`src/rtl/overwrite_oldest_log_ring_top_defines.svh`:
```
// ----------------------------------------------------------------------------
// Overwrite-oldest log ring: assertion macros
// Shared concurrent assertion forms for the ring's RTL files.
// ----------------------------------------------------------------------------
`ifndef OVERWRITE_OLDEST_LOG_RING_TOP_DEFINES_SVH
`define OVERWRITE_OLDEST_LOG_RING_TOP_DEFINES_SVH

// Antecedent implies consequent in the same cycle.
`define OLR_ASSERT_IMP(lbl, clk, rst, ante, cons) \
  lbl: assert property (@(posedge clk) disable iff (rst) (ante) |-> (cons)) \
    else $error("olr: implication check failed");

// Antecedent implies consequent in the next cycle.
`define OLR_ASSERT_NEXT(lbl, clk, rst, ante, cons) \
  lbl: assert property (@(posedge clk) disable iff (rst) (ante) |=> (cons)) \
    else $error("olr: next-cycle check failed");

// Condition must never hold.
`define OLR_ASSERT_NEVER(lbl, clk, rst, cond) \
  lbl: assert property (@(posedge clk) disable iff (rst) !(cond)) \
    else $error("olr: forbidden condition seen");

`endif

```
`src/rtl/olr_pkg.sv`:
```
// ----------------------------------------------------------------------------
// Overwrite-oldest log ring package
// Sizes, register indexes and the types passed between front, queue and back.
// ----------------------------------------------------------------------------
package olr_pkg;

  localparam int BUF_BYTES  = 4 * 1024;
  localparam int READ_MAX   = 64;
  localparam int PTR_W      = $clog2(BUF_BYTES);
  localparam int FILL_W     = $clog2(BUF_BYTES + 1);
  localparam int WANT_W     = $clog2(READ_MAX + 1);
  localparam int COUNT_W    = 13;
  localparam int CLASS_W    = 32;
  localparam int BYTE_W     = 8;
  localparam int MIN_READ_W = 13;
  localparam int CFG_IDX_W  = 2;
  localparam int CFG_DATA_W = 32;
  localparam int QDEPTH     = 4;
  localparam int QPTR_W     = $clog2(QDEPTH);

  typedef enum logic [CFG_IDX_W-1:0] {
    CFG_LOG_MASK = 2'd0,
    CFG_MIN_READ = 2'd1,
    CFG_LOG_OPEN = 2'd2
  } cfg_idx_t;

  typedef enum logic {
    BK_IDLE,
    BK_READ
  } back_state_t;

  // One queued command: a kept write byte or a read request
  typedef struct packed {
    logic              is_read;
    logic [BYTE_W-1:0] data;
    logic [WANT_W-1:0] want;
  } cmd_t;

  // Configuration effects on the back part
  typedef struct packed {
    logic                  clear_fill;
    logic                  reset_oldest;
    logic [MIN_READ_W-1:0] min_read;
  } cfg_ctl_t;

  // One result beat
  typedef struct packed {
    logic [BYTE_W-1:0] out_byte;
    logic              has_data;
    logic              ready_res;
    logic              last;
  } res_t;

endpackage

```
`src/rtl/olr_front.sv`:
```
// ----------------------------------------------------------------------------
// Log ring front end
// Holds the configuration registers, drops filtered writes and saturates
// read counts before queueing commands for the back end.
// ----------------------------------------------------------------------------
module olr_front (
  input  logic                            clk,
  input  logic                            rst,
  input  logic                            in_valid,
  output logic                            in_ready,
  input  logic                            req_type,
  input  logic [olr_pkg::CLASS_W-1:0]     msg_class,
  input  logic [olr_pkg::BYTE_W-1:0]      in_byte,
  input  logic [olr_pkg::COUNT_W-1:0]     count,
  input  logic                            cfg_valid,
  output logic                            cfg_ready,
  input  logic [olr_pkg::CFG_IDX_W-1:0]   cfg_index,
  input  logic [olr_pkg::CFG_DATA_W-1:0]  cfg_data,
  output logic                            q_push,
  output olr_pkg::cmd_t                   q_cmd,
  input  logic                            q_full,
  output olr_pkg::cfg_ctl_t               ctl
);
  import olr_pkg::*;

  logic [CLASS_W-1:0]    log_mask;
  logic [MIN_READ_W-1:0] min_read;
  logic                  log_open;
  logic                  cfg_wr;
  logic                  keep;

  assign cfg_ready = 1'b1;
  assign cfg_wr    = cfg_valid && cfg_ready;

  always_ff @(posedge clk) begin
    if (rst) begin
      log_mask <= '0;
      min_read <= MIN_READ_W'(1);
      log_open <= 1'b0;
    end else if (cfg_wr) begin
      case (cfg_idx_t'(cfg_index))
        CFG_LOG_MASK: log_mask <= cfg_data[CLASS_W-1:0];
        CFG_MIN_READ: min_read <= cfg_data[MIN_READ_W-1:0];
        CFG_LOG_OPEN: log_open <= cfg_data[0];
        default: ;
      endcase
    end
  end

  // Any log_open write empties the ring; opening from closed rewinds it
  always_comb begin
    ctl.clear_fill   = cfg_wr && (cfg_idx_t'(cfg_index) == CFG_LOG_OPEN);
    ctl.reset_oldest = ctl.clear_fill && cfg_data[0] && !log_open;
    ctl.min_read     = min_read;
  end

  // Drop writes that are masked, closed, empty or longer than the ring
  always_comb begin
    keep = req_type ||
           (((log_mask & msg_class) != '0) && log_open && (count != '0) &&
            (32'(count) <= 32'(BUF_BYTES)));
    q_cmd.is_read = req_type;
    q_cmd.data    = in_byte;
    q_cmd.want    = (32'(count) > 32'(READ_MAX)) ? WANT_W'(READ_MAX)
                                                 : count[WANT_W-1:0];
  end

  assign in_ready = !q_full;
  assign q_push   = in_valid && in_ready && keep;

endmodule

```
`config.mk`:
```
export PLATFORM = sky130hd
export DESIGN_NAME = olr_front
export DESIGN_NICKNAME = d
export VERILOG_FILES = /design/src/rtl/overwrite_oldest_log_ring_top_defines.svh /design/src/rtl/olr_pkg.sv /design/src/rtl/olr_front.sv
export SDC_FILE = /design/constraint.sdc
export NUM_CORES = 1
export LEC_CHECK = 0
export BUFFER_PORTS_ARGS = -buffer_cell sky130_fd_sc_hd__clkbuf_2
export CORE_ASPECT_RATIO = 1.1
export CORE_MARGIN = 10
export CORE_UTILIZATION = 42
export CTS_CLUSTER_SIZE = 8
export DETAILED_ROUTE_END_ITERATION = 10
export GPL_TIMING_DRIVEN = 0
export PLACE_DENSITY = 0.79
export SKIP_LAST_GASP = 1
export SLEW_MARGIN = 10
export SYNTH_ARGS = -nofsm -noshare
export SYNTH_HDL_FRONTEND = slang
export SYNTH_SLANG_ARGS = --single-unit
```
`constraint.sdc`:
```
create_clock -name clk -period 1.3 [get_ports clk]
set_input_delay 0 -clock clk [delete_from_list [all_inputs] [get_ports clk]]
set_output_delay 0 -clock clk [all_outputs]
set_load 0.01 [all_outputs]
```
==> results.md, run 1 <==
* Status: finished with violations
* Violations in the final reports: setup timing
* Seq cells post-synth at 46
* Reg2Reg Launch Point: log_open
* Slowest cell on the critical path: nor4_2
* Hold Startpoint: cfg_index[0]
* Wl on met1 at 2670 um
* Slew Viols, Final at 0
* Worst-Margin Slew at 506.9 ps
* PD cells at 910.5 mW/mm2
* Synth top area cells: dfxtp_1 (46%), nand2_1 (17%), a21oi_1 (11%), a22oi_1 (6.0%), buf_4 (3.8%)
* Family with the most delay on the worst path: simple AND/OR/NAND/NOR gates
* Top-level port count at 127
* Unique masters post-synth at 27
* Die H at 92.32 um
* Total Wirelength at 7182 um
* CTS tree: built
* Via density at 5.053
* Clk slew on worst S/H paths at 90 ps
* Largest net degree at the start of global routing at 14
* DP Area at 0.002648 mm2
* Kind of critical path: flop to output pin
* # placed instances at 429
* Fin util at 66.87%
* Met2 WL at 3722 um
* Vias in the first global route at 2436
* Final ANT Viol Nets at 0
* Setup TNS at -233.9 ps
* Async set-or-reset flop fraction in the synthesized netlist at 0%
* GRT overflow at 0
* Period utilisation layout at 118.0%
* Fin nets at 505
* Mapped Nets at 350
* Post-synthesis cell count at 257
* Synth Flop Type: dfxtp_1
* H-tree levels at 2
* CP Data Required Time at 1300 ps
* Starting Density at 43.23%
* Non-Filler Instances at 469
* Max frequency at 0.6519 GHz
* Peak VDD IR at 696.0 uV
* Avg Synthesized Cell Area at 7.770 um2
* # setup viols final at 1
* Met3 WL at 654 um
* Minimum clock period at 1534 ps
* Synth top cells by count: nand2_1 (93), dfxtp_1 (46), a21oi_1 (44)
* Clk root buf: clkbuf_8
* Buf/Inv on CP at 1
* Routability cong. at 0.8282
* Max Cap Violations at 0
* Clk_skew at 0 ps
* TritonRoute pass-1 iters at 5
* Critical path capture point type: output pin
* Slew headroom at 66.20%
* Worst path arrival time at 1530 ps
* Synth-to-Final Area Change at 54.70%
* Post-synth EDFFs at 0
* Leading area contributor after synthesis: dfxtp_1
* Type of origin of the critical path: flop
* Final-layout fill cell count at 398
* Top sig layer: met4
* First-pass GRT wire length at 11360 um
* Num CTS Buffers at 5
* Crit path from: log_mask[15]
* Hold/Removal Path Class: input pin to flop
* Rows at 26
* Share of cells above drive strength 1 at 37.14%
* Register area share after synthesis at 46.12%
* Gr usage total at 17.22%
* DRT iter0 DRCs at 135
* Leak pwr at 1.377 nW
* Drt drc at 0
* Core Box Area at 0.004619 mm2
* Cell Area, Synth at 0.001997 mm2
* CP cell instances: a22oi_2 -> nand4_1 -> nor4_2 -> o31ai_2 -> clkbuf_2
* Post-synth top area share at 46.12%
* Clk_lat worst skew at 300 ps
* Via total after detailed routing at 2370
* Final worst slack at -233.9 ps
* Initial antenna violation count at 1
* Detailed Place HPWL at 5379 um
* Sink Count at 46
* CP peak stage delay at 360 ps
* Full die area at 0.007916 mm2
* Post-CTS Setup Bufs at 0
* Drt wl/cell at 15.31 um
* Die X at 85.75 um
* RSZ-0062 raised after global routing: yes
* Hold Vio Cnt, Final at 0
* Count leader, synth: nand2_1
* IO buf count at 116
* Synthesis Warnings at 0
* Clk buf depth at 2
* Design area at 0.003089 mm2
* Max FO, Critical Path at 2
* Post-route total power at 0.002813 W
## what timing repair did
item / in CTS / in global routing
endpoints found under the hold margin: 45 / 0
hold buffers: 32 / 0
resized for setup: 6 / 3
pin swaps: 5 / 1
setup endpoints to repair: 1 / 1
## report_power, final
part	leakage, nW	total, W	switching (W)	internal [W]
combinational	0.965	0.000498	0.000227	0.000270
clock	0.0373	0.000831	0.000461	0.000369
sequential	0.375	0.00148	0.0000285	0.00146
total	1.38	0.00281	0.000717	0.00210
## state kept, by name (all words and copies together) (netlist names)
name,flops
log_mask,32
log_open,1
min_read,13
## metrics by stage
step / hold slack [ps] / setup slack, ps
4_1_cts: 65.17 / -285.2
3_5_place_dp: 194.5 / -130.8
5_1_grt: 85.90 / -319.3
3_3_place_gp: 193.0 / -130.4
2_1_floorplan: 58.71 / 294.7
6_report: 65.82 / -233.9
## per-layer routing
metal	GRT usage (%)	vias up
met5	0	-
met4	5.357	0
met3	6.748	12
met2	31.13	101
met1	17.72	1092
li1	-	1165
## path summary, 6_finish.rpt
kind	end	slack, ps	cells past startpoint
worst max-delay path	q_push	-230	5
worst max register to register	log_open	620	2
worst min-delay path	log_mask[0]	70	4
worst min register to register	log_mask[22]	460	2
## layout by cell type, fill, tap and decap left out, types with 2 or more instances in the layout
| cell type | n |
|---|---|
| dfxtp_2 | 2 |
| nand2_1 | 93 |
| dfxtp_1 | 44 |
| clkbuf_1 | 4 |
| a22oi_1 | 10 |
| buf_6 | 3 |
| clkbuf_8 | 5 |
| nor2_1 | 2 |
| buf_2 | 6 |
| inv_1 | 2 |
| nand3b_1 | 4 |
| a21oi_1 | 44 |
| clkbuf_2 | 116 |
| a22oi_2 | 6 |
| and2_1 | 6 |
| nand4_1 | 4 |
| dlygate4sd3_1 | 32 |
| buf_4 | 10 |
| nor3_1 | 3 |
| buf_1 | 2 |
## kinds of logic after synthesis
logic type      share of synthesized area, %
simple gates                           26.00
compound gates                         18.92
flops                                  46.12
buf+inv                                8.271
mux                                   0.5013
other cells                           0.1878
## worst reg2reg max path: stages, from the launching register on
cell	delay [ps]
dfxtp_1	360
mux2i_1	150
nor2_1	60
## final cells by class
class | count | area (um2) | share of cell area (%)
Clock inverter | 1 | 7.507 | 0.2430
Antenna cell | 1 | 2.502 | 0.08100
Multi-Input combinational cell | 185 | 947.2 | 30.66
Buffer | 24 | 157.7 | 5.103
Timing Repair Buffer | 148 | 900.9 | 29.16
Clock buffer | 6 | 72.57 | 2.349
Tap cell | 56 | 70.07 | 2.268
Sequential cell | 46 | 923.4 | 29.89
Inverter | 2 | 7.507 | 0.2430
Note: power is estimated with default switching activity, not from simulation.
==> run 2: changes to the inputs <==
RECOVER_POWER = 100   (was not set)
==> results.md, run 2 (synthesized netlist as in run 1, its figures left out) <==
* Status: finished with violations
* Violations in the final reports: setup timing
* Slowest cell on the critical path: nor4_2
* Routability cong. at 0.8282 (unchanged)
* Combinational share of power at 17.2% (-0.5 points)
* Synth-to-Final Area Change at 51.69%
* Peak VDD IR at 702.3 uV (+0.90%)
* Met2 GRT Util at 31.13% (unchanged)
* DRT iter0 DRCs at 127 (-5.9%)
* Max Cap Violations at 0 (unchanged)
* Family with the most delay on the worst path: simple AND/OR/NAND/NOR gates
* Clk buf depth at 2 (unchanged)
* Leak pwr at 1.263 nW (-8.3%)
* Via total after detailed routing at 2375 (+0.21%)
* Hold Vio Cnt, Final at 0 (unchanged)
* GRT overflow at 0 (unchanged)
* Post-CTS Setup Bufs at 0 (unchanged)
* Num CTS Buffers at 5 (unchanged)
* Clk root buf: clkbuf_8
* Final worst slack at -226.0 ps (+7.933 ps)
* Regs by FF count: log_mask x32, min_read x13, log_open x1
* CP cell instances: a22oi_2 -> nand4_1 -> nor4_2 -> o31ai_2 -> clkbuf_2
* TritonRoute pass-1 iters at 4 (-1)
* Initial antenna violation count at 1 (unchanged)
* Drt drc at 0 (unchanged)
* Share of cells above drive strength 1 at 29.13% (-8.0 points)
* CP peak stage delay at 360 ps (about the same)
* Switching fraction of total power at 25.59% (+0.092 points)
* Clk slew on worst S/H paths at 90 ps (about the same)
* Rows at 26 (unchanged)
* Starting Density at 43.23% (unchanged)
* # setup viols final at 1 (unchanged)
* Type of origin of the critical path: flop
* Most common cell after layout, fill and taps aside: nand2_1
* CP Data Required Time at 1300 ps (about the same)
* DP Area at 0.002648 mm2 (unchanged)
* CTS tree: built
* First-pass GRT wire length at 11360 um (unchanged)
* Clock share of power at 29.7% (+0.2 points)
* Final ANT Viol Nets at 0 (unchanged)
* Buf/Inv on CP at 1 (unchanged)
* Critical path capture point type: output pin
* Via density at 5.064 (+0.21%)
* Core Box Area at 0.004619 mm2 (unchanged)
* Slew Viols, Final at 0 (unchanged)
* Busiest grt layer: met2
* Clk_lat worst skew at 300 ps (about the same)
* Drt wl/cell at 15.33 um (+0.11%)
* IO buf count at 116 (unchanged)
* Max reg flops at 32 (unchanged)
* RSZ-0062 raised after global routing: yes
* Max FO, Critical Path at 2 (unchanged)
* Flop pwr share at 53.1% (+0.3 points)
* Full die area at 0.007916 mm2 (unchanged)
* Clk_skew at 0 ps (unchanged)
* H-tree levels at 2 (unchanged)
* Largest net degree at the start of global routing at 14 (unchanged)
* Pint at 0.002081 W (-0.70%)
* Sink Count at 46 (unchanged)
* Kind of critical path: flop to output pin
* Most flops, register: log_mask
* Top-level port count at 127 (unchanged)
* Fin util at 65.57% (-1.3 points)
* Max frequency at 0.6553 GHz (+0.52%)
* Die X at 85.75 um (unchanged)
* Design area at 0.003029 mm2 (-1.9%)
* Gr usage total at 17.22% (unchanged)
* P_sw at 0.0007156 W (-0.22%)
* Fin nets at 505 (unchanged)
* Global routing met1 resource utilization at 17.72% (unchanged)
* Period utilisation layout at 117.4% (-0.61 points)
* Total Wirelength at 7190 um (+0.11%)
* Global routing usage on met3 at 6.748% (unchanged)
* Vias in the first global route at 2436 (unchanged)
* Die H at 92.32 um (unchanged)
* Hold/Removal Path Class: input pin to flop
* PD cells at 923.1 mW/mm2 (+1.4%)
* Worst path arrival time at 1530 ps (about the same)
* Detailed Place HPWL at 5379 um (unchanged)
* Minimum clock period at 1526 ps (-7.933 ps)
* Most frequent cells in the layout: nand2_1 (93), clkbuf_2 (88), a21oi_1 (44), dfxtp_1 (44), clkbuf_1 (39)
-- run 2: metal layers --
layer | vias to the layer above | share of wire [%]
met5 | - | 0
met4 | 0 | 1.5
met3 | 10 | 9.1
met2 | 111 | 52
met1 | 1088 | 37
li1 | 1166 | -
-- run 2: worst paths after layout --
check,start,to,slack [ps],cells after the start
min reg2reg,log_mask[22],log_mask[22],460,2
min,cfg_index[0],log_mask[0],70,4
max reg2reg,log_open,log_open,620,2
max,log_mask[15],q_push,-230,5
-- run 2: area by class of cell --
type / count / area (um2)
Fill cell: 419 / 1590
Multi-Input combinational cell: 185 / 947.2
Sequential cell: 46 / 923.4
Timing Repair Buffer: 148 / 865.8
Buffer: 24 / 132.6
Clock buffer: 6 / 72.57
Tap cell: 56 / 70.07
Clock inverter: 1 / 7.507
Inverter: 2 / 7.507
Antenna cell: 1 / 2.502
-- run 2: through the flow --
stage	instances	setup slack, ps	power (W)	hold WS, ps	TNS, ps
final	469	-226.0	0.002796	72.12	-226.0
after global routing	469	-319.3	0.002922	86.56	-319.3
after CTS	468	-285.2	0.002818	65.17	-285.2
after detailed placement	429	-130.8	0.001919	194.5	-130.8
after global placement	429	-130.4	0.001907	193.0	-130.4
after floorplan	257	294.7	0.001698	58.71	0
-- run 2: timing repair --
item,4_1_cts,5_1_grt
pin swaps,5,1
resized for setup,6,3
setup endpoints to repair,1,1
cloned,0,0
hold buffers,32,0
hold endpoints to repair,45,0
-- run 2: power groups by stage --
stage	Combinational, W	Clock (W)	Sequential, W
finish	0.000482	0.000830	0.00148
global route	0.000533	0.000899	0.00149
floorplan	0.000185	0	0.00151
detailed placement	0.000404	0	0.00151
global placement	0.000394	0	0.00151
CTS	0.000491	0.000844	0.00148
-- run 2: worst reg2reg max path, cell delays in order, from the launching register on --
cell and delay [ps]:
dfxtp_1 360, mux2i_1 150, nor2_1 60
