==> src/rtl/overwrite_oldest_log_ring_top_defines.svh <==
// ----------------------------------------------------------------------------
// Overwrite-oldest log ring: assertion macros
// Shared concurrent assertion forms for the ring's RTL files.
// ----------------------------------------------------------------------------
`ifndef OVERWRITE_OLDEST_LOG_RING_TOP_DEFINES_SVH
`define OVERWRITE_OLDEST_LOG_RING_TOP_DEFINES_SVH

// Antecedent implies consequent in the same cycle.
`define OLR_ASSERT_IMP(lbl, clk, rst, ante, cons) \
  lbl: assert property (@(posedge clk) disable iff (rst) (ante) |-> (cons)) \
    else $error("olr: implication check failed");

// Antecedent implies consequent in the next cycle.
`define OLR_ASSERT_NEXT(lbl, clk, rst, ante, cons) \
  lbl: assert property (@(posedge clk) disable iff (rst) (ante) |=> (cons)) \
    else $error("olr: next-cycle check failed");

// Condition must never hold.
`define OLR_ASSERT_NEVER(lbl, clk, rst, cond) \
  lbl: assert property (@(posedge clk) disable iff (rst) !(cond)) \
    else $error("olr: forbidden condition seen");

`endif

==> src/rtl/olr_pkg.sv <==
// ----------------------------------------------------------------------------
// Overwrite-oldest log ring package
// Sizes, register indexes and the types passed between front, queue and back.
// ----------------------------------------------------------------------------
package olr_pkg;

  localparam int BUF_BYTES  = 4 * 1024;
  localparam int READ_MAX   = 64;
  localparam int PTR_W      = $clog2(BUF_BYTES);
  localparam int FILL_W     = $clog2(BUF_BYTES + 1);
  localparam int WANT_W     = $clog2(READ_MAX + 1);
  localparam int COUNT_W    = 13;
  localparam int CLASS_W    = 32;
  localparam int BYTE_W     = 8;
  localparam int MIN_READ_W = 13;
  localparam int CFG_IDX_W  = 2;
  localparam int CFG_DATA_W = 32;
  localparam int QDEPTH     = 4;
  localparam int QPTR_W     = $clog2(QDEPTH);

  typedef enum logic [CFG_IDX_W-1:0] {
    CFG_LOG_MASK = 2'd0,
    CFG_MIN_READ = 2'd1,
    CFG_LOG_OPEN = 2'd2
  } cfg_idx_t;

  typedef enum logic {
    BK_IDLE,
    BK_READ
  } back_state_t;

  // One queued command: a kept write byte or a read request
  typedef struct packed {
    logic              is_read;
    logic [BYTE_W-1:0] data;
    logic [WANT_W-1:0] want;
  } cmd_t;

  // Configuration effects on the back part
  typedef struct packed {
    logic                  clear_fill;
    logic                  reset_oldest;
    logic [MIN_READ_W-1:0] min_read;
  } cfg_ctl_t;

  // One result beat
  typedef struct packed {
    logic [BYTE_W-1:0] out_byte;
    logic              has_data;
    logic              ready_res;
    logic              last;
  } res_t;

endpackage

==> src/rtl/olr_cmdq.sv <==
// ----------------------------------------------------------------------------
// Log ring command queue
// Short FIFO that decouples the front end from the ring back end.
// ----------------------------------------------------------------------------
module olr_cmdq (
  input  logic          clk,
  input  logic          rst,
  input  logic          push,
  input  olr_pkg::cmd_t push_cmd,
  output logic          full,
  output logic          head_valid,
  output olr_pkg::cmd_t head_cmd,
  input  logic          pop
);
  import olr_pkg::*;

  cmd_t              slots [QDEPTH];
  logic [QPTR_W-1:0] wr_ptr;
  logic [QPTR_W-1:0] rd_ptr;
  logic [QPTR_W:0]   used;

  assign full       = (used == (QPTR_W+1)'(QDEPTH));
  assign head_valid = (used != '0);
  assign head_cmd   = slots[rd_ptr];

  always_ff @(posedge clk) begin
    if (push) begin
      slots[wr_ptr] <= push_cmd;
    end
  end

  always_ff @(posedge clk) begin
    if (rst) begin
      wr_ptr <= '0;
      rd_ptr <= '0;
      used   <= '0;
    end else begin
      if (push) begin
        wr_ptr <= wr_ptr + 1'b1;
      end
      if (pop) begin
        rd_ptr <= rd_ptr + 1'b1;
      end
      case ({push, pop})
        2'b10:   used <= used + 1'b1;
        2'b01:   used <= used - 1'b1;
        default: used <= used;
      endcase
    end
  end

endmodule

==> config.mk <==
export PLATFORM = sky130hd
export DESIGN_NAME = olr_cmdq
export DESIGN_NICKNAME = d
export VERILOG_FILES = /design/src/rtl/overwrite_oldest_log_ring_top_defines.svh /design/src/rtl/olr_pkg.sv /design/src/rtl/olr_cmdq.sv
export SDC_FILE = /design/constraint.sdc
export NUM_CORES = 1
export LEC_CHECK = 0
export BUFFER_PORTS_ARGS = -buffer_cell sky130_fd_sc_hd__buf_2
export CAP_MARGIN = 40
export CORE_UTILIZATION = 51
export DETAILED_ROUTE_END_ITERATION = 7
export HOLD_SLACK_MARGIN = 0.03
export PLACE_DENSITY_LB_ADDON = 0.15
export SLEW_MARGIN = 20
export SYNTH_ARGS = -nofsm -noshare
export SYNTH_HDL_FRONTEND = slang
export SYNTH_SLANG_ARGS = --single-unit
==> constraint.sdc <==
create_clock -name clk -period 1.5 [get_ports clk]
set_input_delay 0.225 -clock clk [delete_from_list [all_inputs] [get_ports clk]]
set_output_delay 0.225 -clock clk [all_outputs]
set_load 0.02 [all_outputs]
==> metrics, run 1 <==
violated checks=negative setup slack; buffers added on ports=37; Die ar.=5750 sq um; fin worst setup slack=-273 ps; total gr overflow=0; die height=75.9 microns; Die Width=75.9 microns; CP cell instances=buf_12, mux4_2, buf_6; synth top area cells=edfxtp_1 69%, mux4_2 8.1%, dfxtp_1 6.5%; crit path kind=reg2out; hold-fix buffers at CTS=0; GRT Total Usage=18.0%; first drt pass iteration count=4; Worst Path Max Fanout=8; area growth from synthesis to layout=22.6%; vias in the first global route=1422; Max Freq=about 0.56 GHz; initial antenna violation count=0; drt wl/cell=17.0 microns; Layout Cells excl Fill=262; met1 Use GR=20.8%; Starting Density=53.8%; outcome=finished with violations; maximum VDD drop=0.000692 V; YS warnings=0; synth unique cells=21; first-pass GRT wire length=6880 microns; Tcrit/Tclk final=118%; Synth Net Count=between 150 and 200; core area=5170 sq um; final setup violation count=16; Synth Register Bits=73; drt first-iter violations=67; Startpoint Class=register; sequential element share of the synthesized area=75.6%; Worst-path clk slew=approximately 70 ps; area share of the largest cell type after synthesis=69.1%; fin nets=213; layout cells sized above 1=43.2%; hpwl dp=about 2800 microns; GP Congestion=between 0.7 and 0.8; endpoint class of the critical path=output port; Hold Violations, Final=0; largest net degree at the start of global routing=17; maxcap violations=0; diode count=0; CP bufs+invs=2; Hold Crit Class=in2reg; RSZ-0062 raised after global routing=true; Post-synth EDFFs=64; most frequent cell after synthesis=edfxtp_1; fin crit period=1770 ps; final instance area=3410 sq um; GR Util met3=5.82%; Worst slew margin=70.1%; busiest layer in global routing=met2; area leader, netlist=edfxtp_1; Worst path max stage delay=520 ps; Top Ports=38; fill cell total of the finished layout=354; mapped cell area=2780 sq um; Routed Antenna Nets=0; grt met2 use=30.2%; ys flop type=edfxtp_1; clock root buffer=clkbuf_8; Vias/cell=5.15; placed insts=244; CTS Sinks=73; Via Count=1349; CTS tree=built; overall routed net length=4440 microns; Max Buffers Root-to-Sink=2; slowest CP cell=mux4_2; Post-synth ARST share=0%; P_leak=1.21 nW; H-Tree Depth=3; Worst Skew=5.07 ps; worst skew pair latency=about 330 ps; Worst Max-Slew Pin Slew=between 400 and 500 ps; Cells after Synth=131; Synth top cells by count=64 x edfxtp_1, 10 x mux4_2, 9 x dfxtp_1, 8 x nor2_1; CTS Buf Count=9; Slew Viols, Final=0; worst endpoint data arrival time=1550 ps; FP Rows=26; DRC=0; Worst Path Required=around 1300 ps; cell family with most CP delay=multiplexers; syn_area_per_cell=21.2 sq um; PwrDens=around 1200 nW/um^2; placed inst area=roughly 3100 sq um
==> cells in the final DEF (no fill, tap or decap), types with 2 or more instances in the layout <==
master    netlist  final
buf_12          1      3
clkbuf_1        1      3
and2_1          4      3
dfxtp_1         9      6
inv_1           6      6
clkinv_1        0      2
nor2_1          8      8
buf_2           2     21
mux4_2         10     16
ha_1            5      5
clkbuf_8        0      9
xnor2_1         2      2
buf_6           1     16
buf_4           0      9
or3_1           2      2
edfxtp_1       64     64
dfxtp_2         0      2
xor2_1          3      3
==> routing by layer <==
| layer | routed length (microns) | share of wire (%) |
|---|---|---|
| met2 | 2340 | 53 |
| met4 | 85 | 1.9 |
| met1 | 1840 | 41 |
| met3 | 179 | 4.0 |
| met5 | 0 | 0 |
==> cell families (layout without fill, tap and decap cells) <==
family / count (synthesis) / count (layout) / share of synthesized area [%]
compound gates: 3 / 3 / 0.540
flops: 73 / 73 / 75.6
mux: 17 / 17 / 14.1
buf+inv: 11 / 72 / 2.43
simple gates: 16 / 16 / 2.79
xor+xnor: 5 / 5 / 1.57
fa+ha+maj: 6 / 6 / 2.97
==> metrics by stage <==
| stage | power (mW) | utilization [%] | worst slack, ps | TNS, ps | hold slack, ps |
|---|---|---|---|---|---|
| finish | 4.26 | 65.9 | -273 | -4070 | 102 |
| global route | 4.45 | 65.9 | -327 | -5020 | 78.5 |
| CTS | 4.30 | 65.7 | -291 | -4440 | 88.5 |
| detailed placement | 2.96 | 60.5 | -212 | -1960 | 445 |
| global placement | 2.93 | 60.5 | -96.5 | -856 | 434 |
| floorplan | 2.76 | - | 7.31 | 0 | 324 |
==> worst paths after layout <==
path | from | end | slack (ps) | cells after the start
setup / recovery | register | head_cmd[12] | -270 | 3
hold / removal | push_cmd[13] | slots[3][13]$_DFFE_PP_ | 100 | 1
setup reg to reg | used[0]$_SDFFE_PP0P_ | used[2]$_SDFFE_PP0P_ | 50 | 5
hold reg to reg | used[1]$_SDFFE_PP0P_ | used[1]$_SDFFE_PP0P_ | 490 | 2
==> power breakdown <==
group / switching, mW / internal (mW) / leakage (nW) / total (mW)
Clock: 0.637 / 0.588 / 0.0754 / 1.22
Combinational: 0.329 / 0.347 / 0.476 / 0.677
Sequential: 0.0379 / 2.32 / 0.663 / 2.36
==> worst reg2reg max path, delay by kind of cell (launching register included) <==
kind                     cells  cell delay [ps]
AND/OR/NAND/NOR              1              320
buffers and inverters        1               70
flip-flops                   1              340
adder cells (fa/ha/maj)      1              360
AO/OA/AOI/OAI                1              130
XOR/XNOR                     1              170
==> final cells by class <==
class | instances | area, sq um | area share, %
Timing Repair Buffer | 50 | 440 | 12.9
Tap cell | 70 | 87.6 | 2.57
Sequential cell | 73 | 2110 | 61.8
Multi-Input combinational cell | 47 | 597 | 17.5
Clock inverter | 4 | 20.0 | 0.587
Inverter | 6 | 22.5 | 0.660
Clock buffer | 12 | 135 | 3.96
==> state kept, by name (all words and copies together), names as in the netlist, named ones only <==
name    cells
used        3
rd_ptr      2
wr_ptr      2
slots      64
==> what timing repair did <==
item	in CTS	in global routing
resized for setup	45	1
setup buffers	0	1
endpoints found under the setup margin	33	17
gates cloned	1	0
pin swaps	0	2
No activity file was read; power rests on OpenSTA's default activity.
==> inputs of run 2 (changes only) <==
--- a/config.mk
+++ b/config.mk
@@ -6,4 +6,5 @@
 export NUM_CORES = 1
 export LEC_CHECK = 0
+export ABC_AREA = 1
 export BUFFER_PORTS_ARGS = -buffer_cell sky130_fd_sc_hd__buf_2
 export CAP_MARGIN = 40
==> constraint.sdc (replaced) <==
create_clock -name clk -period 1.5 [get_ports clk]
set_input_delay 0.15 -clock clk [delete_from_list [all_inputs] [get_ports clk]]
set_output_delay 0.15 -clock clk [all_outputs]
set_load 0.02 [all_outputs]
==> run 2 against run 1 <==
Effect of this change: the run still ends with negative setup slack left; flip-flop and latch count unchanged; fmax up 17%; non-clock buffer count up 14; final cell count up 35%; routed wire length up 24%; clock-buffer cell count down 2; area after synthesis up 0.63%; worst setup slack better by 260 ps; design area up 9.5%; largest cell class unchanged; largest power group unchanged.
==> metrics, run 2 <==
outcome=finished with violations; violated checks=negative setup slack; Layout Cells excl Fill=around 350; Routed Antenna Nets=0; initial antenna violation count=0; placed inst area=3170 sq um; fin worst setup slack=-9.15 ps; Synth top cells by count=64 x edfxtp_1, 35 x nor2_1, 28 x o21ai_1, 16 x o22ai_1, 14 x inv_1; FP Rows=26; clock root buffer=clkbuf_8; core area=around 5200 sq um; fin nets=305; placed insts=about 320; Top Ports=38; Hold Violations, Final=0; maxcap violations=0; maximum VDD drop=between 0.0009 and 0.001 V; Worst Skew=approximately 4.8 ps; slowest CP cell=dfxtp_4; Startpoint Class=register; area share of the largest cell type after synthesis=68.7%; final core utilization=a little under three quarters; DRC=0; Top reg by flops=slots; ys flop type=edfxtp_1; total power=~4.7 mW; Max Buffers Root-to-Sink=2; overall routed net length=5500 microns; CP cell instances=inv_8, clkbuf_16, o21ai_1, o22ai_1, buf_4; total gr overflow=0; buffers added on ports=37; Die ar.=5790 sq um; CTS tree=built; drt wl/cell=15.5 microns; synth top area cells=edfxtp_1 69%, dfxtp_1 6.4%, o21ai_1 5.0%; H-Tree Depth=3; sequential element share of the synthesized area=between 70% and 80%; diode count=0; endpoint class of the critical path=output port; GP Congestion=0.679; worst skew pair latency=approximately 330 ps; Slew Viols, Final=0; first-pass GRT wire length=just under 9000 microns; Max Freq=0.663 GHz; most frequent cells in the layout=64 x edfxtp_1, 33 x nor2_1, 26 x o21ai_1; first drt pass iteration count=4; drt first-iter violations=between 100 and 150; GRT Total Usage=between 20% and 30%; Post-synth ARST share=0%; r2r setup slk=~210 ps; fin crit period=1510 ps; PwrDens=1260 nW/um^2; Reg2Reg Depth=8; final setup violation count=2; crit path kind=reg2out; Vias/cell=5.20; Cells after Synth=212; final instance area=3740 sq um; Die Width=76.1 microns; P_leak=1.43 nW; synth unique cells=17; Synth Net Count=238; area leader, netlist=edfxtp_1; Worst-path clk slew=~70 ps; Worst Path Required=1350 ps; die height=76.1 microns; Tcrit/Tclk final=101%; most common cell after layout, fill and taps aside=edfxtp_1; Hold Crit Class=in2reg; Starting Density=53.8%; biggest registers after layout=slots: 64 flops, used: 3 flops; vias in the first global route=roughly 1800; Critical Path Sink=head_cmd[6]; Worst Path Max Fanout=10; Worst R2R End=used[2]$_SDFFE_PP0P_; Post-synth EDFFs=64; max reg flops=64; area growth from synthesis to layout=33.5%; most frequent cell after synthesis=edfxtp_1; CTS Buf Count=9; layout cells sized above 1=between 20% and 30%; CTS Sinks=73; Worst slew margin=about 84%; reg2reg start=used[1]$_SDFFE_PP0P_; Via Count=1840; RSZ-0062 raised after global routing=true; hpwl dp=around 3100 microns; largest net degree at the start of global routing=21; Worst path max stage delay=420 ps; Synth Register Bits=73; syn_area_per_cell=13.2 sq um; mapped cell area=approximately 2800 sq um; Worst Max-Slew Pin Slew=approximately 250 ps; YS warnings=0; worst endpoint data arrival time=approximately 1400 ps
==> run 2: worst max-delay path, delay by kind of cell, from the launching register on <==
| kind | cells | cell delay [ps] |
|---|---|---|
| compound gates | 2 | 210 |
| flops | 1 | 420 |
| buf+inv | 3 | 380 |
==> run 2: what timing repair did <==
action | CTS | global route
gates cloned | 0 | 3
pin swaps | 2 | 5
endpoints found under the hold margin | 33 | 6
setup buffers | 0 | 0
endpoints found under the setup margin | 16 | 16
gates resized for setup | 11 | 38
hold buffers | 10 | 2
==> run 2: final cells by class <==
class / count / area [sq um]
well taps: 70 / 87.6
clock inverters: 6 / 91.3
flip-flops and latches: 73 / 2110
inverters: 18 / 80.1
fillers: 361 / 1470
repair buffers: 64 / 598
clock buffers: 10 / 138
multi-input cells: 113 / 632
==> run 2: worst min-delay path by stage <==
stage                       endpoint  slack, ps  cells after the start   startpoint
2_1_floorplan  slots[0][0]$_DFFE_PP_        250                      0  push_cmd[0]
3_3_place_gp   slots[1][3]$_DFFE_PP_        370                      1  push_cmd[3]
3_5_place_dp   slots[0][9]$_DFFE_PP_        370                      1  push_cmd[9]
4_1_cts        slots[1][3]$_DFFE_PP_         30                      1  push_cmd[3]
5_1_grt        slots[0][4]$_DFFE_PP_         30                      1  push_cmd[4]
6_report       slots[2][3]$_DFFE_PP_         40                      1  push_cmd[3]
==> run 2: routing by layer <==
metal / share of wire (%) / track usage (%) / vias to the layer above
li1: - / - / 905
met1: 43 / 25.6 / 884
met2: 52 / 33.5 / 47
met3: 4.8 / 4.67 / 4
met4: 0.56 / 8.65 / 0
met5: 0 / 0 / -
==> run 2: metrics by stage <==
| step | hold WS (ps) | setup WS (ps) | TNS [ps] |
|---|---|---|---|
| 2_1_floorplan | 249 | 220 | 0 |
| 3_3_place_gp | 366 | 129 | 0 |
| 3_5_place_dp | 370 | 97.7 | 0 |
| 4_1_cts | 30.9 | -46.7 | -125 |
| 5_1_grt | 31.7 | -93.6 | -1060 |
| 6_report | 44.2 | -9.15 | -10.4 |
==> run 2: kinds of logic after synthesis <==
logic type / after synthesis / share of synthesized area (%)
buffers and inverters: 26 / 4.02
and+or+nand+nor: 48 / 6.66
DFF: 73 / 75.1
AOI/OAI and AO/OA: 59 / 11.3
adders and majority gates: 6 / 2.95
==> run 2: power breakdown <==
| group | switching [mW] | internal, mW |
|---|---|---|
| Clock | 0.719 | 0.984 |
| Combinational | 0.358 | 0.285 |
| Sequential | 0.0410 | 2.31 |
| Total | 1.12 | 3.57 |
==> inputs of run 3 (changes only) <==
- CORE_UTILIZATION: 51 -> 38
- REMOVE_ABC_BUFFERS: default -> 1
==> run 3 against run 2 <==
Effect of this change: the flow still finishes with violations (negative setup slack); global-route usage down 4.9 points; sequential power about the same; clock skew up 2.2 ps; design area down 0.23%; die area up 33%; non-clock buffer count up 4; total power up 0.83%; hold slack better by 3.3 ps; core utilization down 18 points; critical path type unchanged; critical endpoint is now head_cmd[10].
==> metrics, run 3 (same netlist as run 2, synthesis figures left out) <==
Routed Antenna Nets=0; maximum VDD drop=~0.00044 V; core area=6940 sq um; Clock power frac=37.2%; Worst-path clk slew=70 ps; Worst slew margin=84.8%; endpoint class of the critical path=output port; Worst Max-Slew Pin Slew=approximately 230 ps; Multi-input gate area=618 sq um; worst hold stages=1; Seq pwr share=49.5%; fin crit period=1560 ps; FP Rows=30; Top Ports=38; switching pwr=1.05 mW; initial antenna violation count=0; Top reg by flops=slots; biggest registers after layout=slots: 64 flops, used: 3 flops; GP Congestion=0.703; buffers added on ports=37; most frequent cells in the layout=64 x edfxtp_1, 35 x nor2_1, 26 x o21ai_1; P_leak=1.44 nW; outcome=finished with violations; Reg area=between 2000 and 2500 sq um; vias in the first global route=1688; Tcrit/Tclk final=104%; crit path kind=reg2out; DRC=0; Reg2Reg Depth=8; Worst R2R End=used[2]$_SDFFE_PP0P_; largest net degree at the start of global routing=19; Pint=3.68 mW; first-pass GRT wire length=8320 microns; slowest CP cell=dfxtp_4; Worst path max stage delay=400 ps; die height=87.8 microns; Critical Path Sink=head_cmd[10]; worst skew pair latency=330 ps; Via Count=1790; placed inst area=3170 sq um; Sw Ratio=around 22%; Vias/cell=about 4.7; final instance area=3730 sq um; CTS Sinks=73; drt wl/cell=~14 microns; Startpoint Class=register; Slew Viols, Final=0; layout cells sized above 1=27.8%; r2r setup slk=180 ps; most common cell after layout, fill and taps aside=edfxtp_1; violated checks=negative setup slack; GRT Total Usage=15.3%; H-Tree Depth=3; final setup violation count=4; CTS tree=built; CTS Buf Count=9; Die ar.=between 7000 and 8000 sq um; RSZ-0062 raised after global routing=true; CP cell instances=inv_6, clkbuf_16, o21ai_1, o22ai_2, buf_4; Worst Path Required=1350 ps; Worst Skew=6.99 ps; post-route setup TNS=-86.3 ps; area growth from synthesis to layout=33.2%; first drt pass iteration count=4; final core utilization=53.7%; Comb power frac=13.3%; max reg flops=64; Max Freq=0.641 GHz; drt first-iter violations=65; diode count=0; Hold Crit Class=in2reg; reg2reg start=used[1]$_SDFFE_PP0P_; Starting Density=40.3%; overall routed net length=5350 microns; final hold slack=about 48 ps; fin worst setup slack=-60.6 ps; hpwl dp=3270 microns; Worst Path Max Fanout=6; maxcap violations=0; PwrDens=1270 nW/um^2; Die Width=87.8 microns; Max Buffers Root-to-Sink=2; fin nets=309; clock root buffer=clkbuf_8; fill cell total of the finished layout=599; Hold Violations, Final=0; worst endpoint data arrival time=between 1000 and 1500 ps; total gr overflow=0
## run 3: routing by layer
metal	global-route usage (%)	vias to the layer above	share of wire, %
met3	4.05	10	3.6
met1	18.3	838	44
met5	0	-	0
li1	-	906	-
met2	24.7	36	50
met4	9.54	0	1.9
## run 3: how the worst min path moves through the flow
| stage | from | to | slack, ps |
|---|---|---|---|
| 2_1_floorplan | push_cmd[0] | slots[0][0]$_DFFE_PP_ | 250 |
| 3_3_place_gp | push_cmd[9] | slots[3][9]$_DFFE_PP_ | 370 |
| 6_report | push_cmd[5] | slots[3][5]$_DFFE_PP_ | 50 |
| 3_5_place_dp | push_cmd[9] | slots[3][9]$_DFFE_PP_ | 370 |
| 5_1_grt | push_cmd[5] | slots[3][5]$_DFFE_PP_ | 40 |
| 4_1_cts | push_cmd[5] | slots[3][5]$_DFFE_PP_ | 30 |
## run 3: critical path, delay by kind of cell, from the launching register on
family,cells,cell delay [ps]
flops,1,400
buf+inv,3,400
compound gates,2,270
## run 3: cell type report
class | count | area share (%)
flip-flops and latches | 73 | 56.5
clock buffers | 10 | 3.42
inverters | 18 | 2.01
well taps | 96 | 3.22
repair buffers | 68 | 15.4
multi-input cells | 113 | 16.6
clock inverters | 6 | 2.85
## run 3: per-stage QoR
step / setup WS (ps) / cells / total power, mW
6_report: -60.6 / 384 / 4.73
5_1_grt: -118 / 384 / 4.92
4_1_cts: -37.4 / 383 / 4.74
3_5_place_dp: 78.8 / 350 / 2.89
3_3_place_gp: 132 / 350 / 2.89
2_1_floorplan: -188 / 204 / 2.67
## run 3: power groups by stage
stage / logic (mW) / registers, mW / clock network, mW
6_report: 0.628 / 2.34 / 1.76
5_1_grt: 0.692 / 2.35 / 1.88
4_1_cts: 0.590 / 2.34 / 1.81
3_5_place_dp: 0.511 / 2.38 / 0
3_3_place_gp: 0.509 / 2.38 / 0
2_1_floorplan: 0.282 / 2.39 / 0
## run 3: repair_timing
item / in CTS / in global routing
setup endpoints to repair: 16 / 16
cloned: 1 / 1
setup buffers: 1 / 0
gates resized for setup: 23 / 16
hold buffers: 15 / 0
pin swaps: 4 / 2
hold endpoints to repair: 60 / 0
